--- src/sbct_pkg.sv ---
`timescale 1ns / 1ps
// ----------------------------------------------------------------------------
// sbct_pkg
// Types and constants shared by the swept box collision table modules.
// ----------------------------------------------------------------------------
package sbct_pkg;

    localparam int C_W  = 32;   // centre / target coordinate
    localparam int E_W  = 31;   // half extent
    localparam int B_W  = 33;   // box bound (centre +/- extent)
    localparam int N_W  = 34;   // division numerator and velocity
    localparam int T_W  = 17;   // contact time q1.16
    localparam int Q_W  = 18;   // signed divider quotient
    localparam int D_W  = 33;   // sweep displacement
    localparam int P_W  = 51;   // displacement times time
    localparam int K_W  = 37;   // contact box bounds
    localparam int BIAS_W = 16;

    localparam logic [T_W-1:0] ONE_Q16     = 17'd65536;
    localparam logic [T_W-1:0] NO_HIT_TIME = 17'd66191;

    typedef enum logic [1:0] {
        OP_ADD     = 2'd0,
        OP_REMOVE  = 2'd1,
        OP_OVERLAP = 2'd2,
        OP_SWEEP   = 2'd3
    } op_t;

    localparam logic [1:0] ST_OK        = 2'd0;
    localparam logic [1:0] ST_FULL      = 2'd1;
    localparam logic [1:0] ST_NOT_FOUND = 2'd2;

    localparam logic [2:0] NRM_UP         = 3'd0;
    localparam logic [2:0] NRM_DOWN       = 3'd1;
    localparam logic [2:0] NRM_LEFT       = 3'd2;
    localparam logic [2:0] NRM_RIGHT      = 3'd3;
    localparam logic [2:0] NRM_LEFT_MINY  = 3'd4;
    localparam logic [2:0] NRM_LEFT_PLUSY = 3'd5;
    localparam logic [2:0] NRM_RIGHT_MINY = 3'd6;
    localparam logic [2:0] NRM_RIGHT_PLUSY = 3'd7;

    typedef enum logic [3:0] {
        BK_IDLE,
        BK_RD,
        BK_EV,
        BK_DIV,
        BK_MUL,
        BK_NORM,
        BK_LAST_RD,
        BK_LAST_EV,
        BK_RESULT
    } bk_state_t;

    typedef struct packed {
        logic [E_W-1:0]        ey;
        logic [E_W-1:0]        ex;
        logic signed [C_W-1:0] cy;
        logic signed [C_W-1:0] cx;
    } entry_t;

    typedef struct packed {
        op_t                   op;
        logic signed [C_W-1:0] ty;
        logic signed [C_W-1:0] tx;
        entry_t                box;
    } item_t;

    typedef struct packed {
        logic           valid;
        item_t          item;
    } head_t;

    typedef struct packed {
        logic [2:0]     normal_code;
        logic [T_W-1:0] last_contact;
        logic [T_W-1:0] first_contact;
        logic           hit;
        logic [1:0]     status;
    } result_t;

endpackage

--- src/sbct_front.sv ---
`timescale 1ns / 1ps
`default_nettype none
// ----------------------------------------------------------------------------
// sbct_front
// Input side: decodes the command of each transfer and holds up to two
// decoded items for the back end.
// ----------------------------------------------------------------------------
module sbct_front (
    input  wire logic             aclk,
    input  wire logic             aresetn,
    input  wire logic             in_valid,
    output logic                  in_ready,
    input  wire logic [1:0]       in_cmd,
    input  wire sbct_pkg::entry_t in_box,
    input  wire logic signed [sbct_pkg::C_W-1:0] in_tx,
    input  wire logic signed [sbct_pkg::C_W-1:0] in_ty,
    output sbct_pkg::head_t       head,
    input  wire logic             pop
);
    sbct_pkg::item_t slot_reg [2];
    logic            wr_ptr_reg, wr_ptr_next;
    logic            rd_ptr_reg, rd_ptr_next;
    logic [1:0]      fill_reg, fill_next;
    sbct_pkg::item_t dec;
    logic            push;

    always_comb begin
        dec.box = in_box;
        dec.tx  = in_tx;
        dec.ty  = in_ty;
        unique case (in_cmd)
            2'd0:    dec.op = sbct_pkg::OP_ADD;
            2'd1:    dec.op = sbct_pkg::OP_REMOVE;
            2'd2:    dec.op = sbct_pkg::OP_OVERLAP;
            default: dec.op = sbct_pkg::OP_SWEEP;
        endcase
    end

    assign in_ready   = (fill_reg != 2'd2);
    assign push       = in_valid && in_ready;
    assign head.valid = (fill_reg != 2'd0);
    assign head.item  = slot_reg[rd_ptr_reg];

    always_comb begin
        wr_ptr_next = wr_ptr_reg ^ push;
        rd_ptr_next = rd_ptr_reg ^ (pop && head.valid);
        fill_next   = fill_reg + 2'(push) - 2'(pop && head.valid);
    end

    always_ff @(posedge aclk) begin
        if (!aresetn) begin
            wr_ptr_reg <= 1'b0;
            rd_ptr_reg <= 1'b0;
            fill_reg   <= 2'd0;
        end else begin
            wr_ptr_reg <= wr_ptr_next;
            rd_ptr_reg <= rd_ptr_next;
            fill_reg   <= fill_next;
        end
        if (push) begin
            slot_reg[wr_ptr_reg] <= dec;
        end
    end
endmodule
`default_nettype wire

--- config.mk ---
export PLATFORM = sky130hd
export DESIGN_NAME = sbct_front
export DESIGN_NICKNAME = d
export VERILOG_FILES = /design/src/sbct_pkg.sv /design/src/sbct_front.sv
export SDC_FILE = /design/constraint.sdc
export NUM_CORES = 1
export LEC_CHECK = 0
export BUFFER_PORTS_ARGS = -buffer_cell sky130_fd_sc_hd__buf_2
export CAP_MARGIN = 25
export CORE_UTILIZATION = 55
export CTS_BUF_LIST = sky130_fd_sc_hd__clkbuf_16
export CTS_CLUSTER_DIAMETER = 50
export DETAILED_ROUTE_END_ITERATION = 8
export PLACE_DENSITY = 0.83
export SKIP_CTS_REPAIR_TIMING = 1
export SLEW_MARGIN = 20
export SYNTH_ARGS = -nofsm -noshare
export SYNTH_HDL_FRONTEND = slang
export SYNTH_SLANG_ARGS = --single-unit
export TNS_END_PERCENT = 1
--- constraint.sdc ---
create_clock -name aclk -period 10.78 [get_ports aclk]
set_input_delay 0.539 -clock aclk [delete_from_list [all_inputs] [get_ports aclk]]
set_output_delay 0.539 -clock aclk [all_outputs]
set_load 0.05 [all_outputs]
Word level (Yosys, flattened, before mapping)
Memories as Yosys holds them, arrays and structs flattened. A register that Yosys moved wholly into a read port is not among the register bits.
Cells that the tools add are included.
{"block": "totals", "wordCells": 19, "mem_bits_rw": 384, "output_inout_bits": 194, "n_memories": 1, "reg_bits": 4, "input_bits": 196}
{"block": "classes", "mux": 4, "n_addsub": 2, "n_reduce_logical": 4, "n_bitwise": 2, "eq_ne": 3}
{"memory": "slot_reg", "depth": 2, "word_bits": 192, "rd": 1, "rd_ports_with_merged_regs": 1, "wr": 1, "line_no": "sbct_front.sv:20", "rtl": "sbct_pkg::item_t slot_reg [2];"}
{"op": "$pmux W2 S3", "count": 1}
{"op": "$mux W1", "count": 3}
{"op": "$add A2 B1 Y2", "count": 1}
{"op": "$eq A2 B1 Y1 const B", "count": 1}
{"op": "$eq A2 B2 Y1 const B", "count": 1}
{"op": "$logic_and A1 B1 Y1", "count": 2}
{"op": "$logic_not A2 Y1", "count": 1}
{"op": "$ne A2 B2 Y1 const B", "count": 1}
{"op": "$reduce_bool A2 Y1", "count": 1}
{"op": "$sub A2 B1 Y2", "count": 1}
{"op": "$xor A1 B1 Y1", "count": 2}

Longest topological paths before layout
{"block": "logic_depth", "ltp_word": 4, "depth_mapped": 6, "mapped_depth_nobuf": 6}

Worst setup path before layout
Ideal clock, no wire load.
{"block": "synth_path", "kind": "register to register", "startpoint": "reg fill_reg[0]", "endpoint": "mem slot_reg[0][0] in the netlist's numbering (enable)", "period_less_slack_ns": 6.099, "n_path_buf": 0, "setup_slack_ns": 4.681, "path_stages_with_launch": 4, "arrival_time_ns": 5.522, "setup_time_ns": 0.577, "required_ns": 10.203, "cell_sequence": "dfxtp_1 nand2b_1 and2_1 ha_1"}
{"block": "synth_between", "elab_chain_len": 4}
{"item": "start: declaration", "line_no": "sbct_front.sv:23", "rtl": "logic [1:0] fill_reg, fill_next;"}
{"item": "start signal: assignment", "line_no": "sbct_front.sv:58", "rtl": "fill_reg <= fill_next;"}
{"item": "$ne A2 B2 Y1", "line_no": "sbct_front.sv:39", "rtl": "assign in_ready = (fill_reg != 2'd2);"}
{"item": "named net in_ready", "line_no": "sbct_front.sv:12", "rtl": "output logic in_ready,"}
{"item": "$logic_and A1 B1 Y1", "line_no": "sbct_front.sv:40", "rtl": "assign push = in_valid && in_ready;"}
{"item": "$mux W1", "line_no": "sbct_front.sv:60", "rtl": "if (push) begin"}
{"item": "$mux W1 (not written as such)", "line_no": "sbct_front.sv:61", "rtl": "slot_reg[wr_ptr_reg] <= dec;"}
{"item": "end: declaration", "line_no": "sbct_front.sv:20"}
The timed path passes the listed nets, and every way through them passes these cells.

==> impl_results.md <==
* Yosys cell types at 22
* Tot GR Track Use at about a fifth
* Total die area at 26500 µm²
* Critical path type: reg -> out
* Routability congestion estimate at about 0.78
* Final Non-Filler Cells at 1411
* Worst-path cell chain: buf_4 > buf_16 > mux2_2 > buf_2
* Initial drt markers at 589
* Max FFs per register at ~380
* Flops & latches, synth at 389
* Sink Count at 389
* Crit path time final at 3.15 ns
* CP max stage delay at 0.62 ns
* Pwr dens at 264 nW/µm²
* Status: finished, final reports clean
* Switching power at 0.00163 W
* Starting Density at 56.2%
* Comb pwr share at between 30% and 40%
* Crit path max-delay family: buffers and inverters
* Hold Path Origin: in_tx[4]
* Setup crit end kind: primary output
* Clk Latency, worst-skew pair at approximately 0.51 ns
* First-pass GRT wire length at approximately 40000 µm
* Sw Ratio at about a third
* Flop pwr share at 41.2%
* Crit path max-delay cell type: dfxtp_4
* Synth warnings at 0
* Area grow syn2layout at 25.2%
* DRT Wirelength at 28500 µm
* DP Cell Count at 1330
* Grt ovf at 0
* Root buf cell: clkbuf_16
* Core area at 25300 µm²
* Drt first pass iters at 5
* Final setup viols at 0
* # IOs at 390
* Clock power share at 28.6%
* Setup TNS at 0 ns
* Pin count of the biggest net entering global routing at 84
* Syn Area/Cell at between 20 and 25 µm²
* Site Rows at a little under 60
* Final hold violation count at 0
* FMAX at 317 MHz
* Seq/Total Area, Yosys at between 80% and 90%
* Peak supply drop at just under 0.2 mV
* Worst-Margin Slew at 1.02 ns
* Pins Over Slew Limit at 0
* Number of max-cap violations at 0
* ANT nets after route at 0
* Final Cycle Share at 29.2%
* Via density at 5.18
* Arrival @ worst endpoint at roughly 2.6 ns
* CTS tree: done
* Post-Synthesis Cells at 628
* Routed via count at 7310
* WL/cell at 20.2 µm
* CP Buf/Inv Count at 3
* Nets at 1244
* # port buffers at around 400
* Initial antenna violation count at 7
* Internal power at ~0.0031 W
* Clock skew after layout at 0.0150 ns
* Hold Crit Class: in -> reg
* WP data required at approximately 10 ns
* Unrepaired setup endpoints after global routing: false
* H-tree depth at 2
* Reg-to-reg startpoint: fill_reg[0]
* Hpwl dp at between 15000 and 20000 µm
* Leak at roughly 6.7 nW
* Die Ht at roughly 160 µm
* Worst-case clock buffer depth at 3
* Die Span X at 163 µm
* Slew margin rel. at 32.2%
* CP Launch Type: flop
* Post-Syn Area at 14200 µm²
* Maximum fanout along the worst path at 54
* Share of cells above drive strength 1 at about three fifths
* Num CTS Buffers at 41
* Reg clk slew, reported paths at 0.06 ns
* Mapped Nets at 826
* Residual DRC at 0
* Vias in the first global route at 7409
-- cell type report --
type,instances,area (µm²)
fillers,1585,7490
repair buffers,398,2070
flip-flops and latches,389,11600
well taps,330,413
multi-input cells,215,2340
diodes,6,15.0
inverters,1,3.75
clock buffers,41,1030
clock inverters,31,268
-- kinds of logic (layout without fill, tap and decap cells) --
family	Yosys count	in the layout	share of synthesized area [%]
other	0	6	0
flip-flops	389	389	81.9
buffers and inverters	24	471	1.70
multiplexers	193	193	15.3
AO/OA/AOI/OAI	5	5	0.256
AND/OR/NAND/NOR	14	14	0.555
adder cells (fa/ha/maj)	2	2	0.176
XOR/XNOR	1	1	0.0617
-- synthesized netlist by cell type, drive strengths merged --
library cell    n  share of area (%)
a211oi          1              0.053
a21bo           1              0.071
a32oi           1              0.062
and2            4               0.18
and3            1              0.044
buf            21                1.6
clkbuf          2              0.053
dfxtp           5               0.71
edfxtp        384                 81
ha              2               0.18
inv             1              0.026
mux2          192                 15
mux2i           1              0.071
nand2           1              0.026
nand2b          2              0.088
nand3           1              0.035
nor2            2              0.053
nor2b           2              0.088
o21ai           2              0.071
or2             1              0.044
xnor2           1              0.062
-- stage by stage --
stage	hold WS, ns	setup slack (ns)	utilization [%]	instance area, µm²	total power (W)
after floorplan	0.526	4.68	-	14200	0.00312
after global placement	0.565	7.77	64.9	16400	0.00334
after detailed placement	0.578	7.74	64.9	16400	0.00336
after CTS	0.190	7.46	70.0	17700	0.00470
after global routing	0.191	7.54	70.3	17800	0.00482
final	0.210	7.63	70.3	17800	0.00468
-- power by group through the flow --
stage          clock [W]  sequential (W)  combinational (W)
3_5_place_dp           0         0.00196            0.00140
2_1_floorplan          0         0.00197            0.00115
6_report         0.00134         0.00193            0.00142
5_1_grt          0.00141         0.00195            0.00147
4_1_cts          0.00136         0.00193            0.00141
3_3_place_gp           0         0.00195            0.00139
-- per-layer routing --
layer	wire length, µm	track usage [%]	share of wire [%]
met5	11	0	0.039
met4	622	6.71	2.2
met1	10500	22.8	37
met3	2520	6.80	8.9
met2	14800	37.4	52
-- path summary, 6_finish.rpt --
kind	end	cells after the start	slack (ns)
worst max register to register	slot_reg[1][118]	3	7.97
worst min-delay path	slot_reg[0][130]	1	0.21
worst max-delay path	head[178]	4	7.63
worst min register to register	flop	2	0.58
-- cells in the final DEF (no fill, tap or decap), types with 5 or more instances in the layout --
cell type  instances
buf_2            389
buf_4              6
clkbuf_16         41
clkinv_1           9
clkinv_2           5
diode_2            6
edfxtp_1         384
inv_1              7
mux2_2           192
No activity file was read; power rests on OpenSTA's default activity.
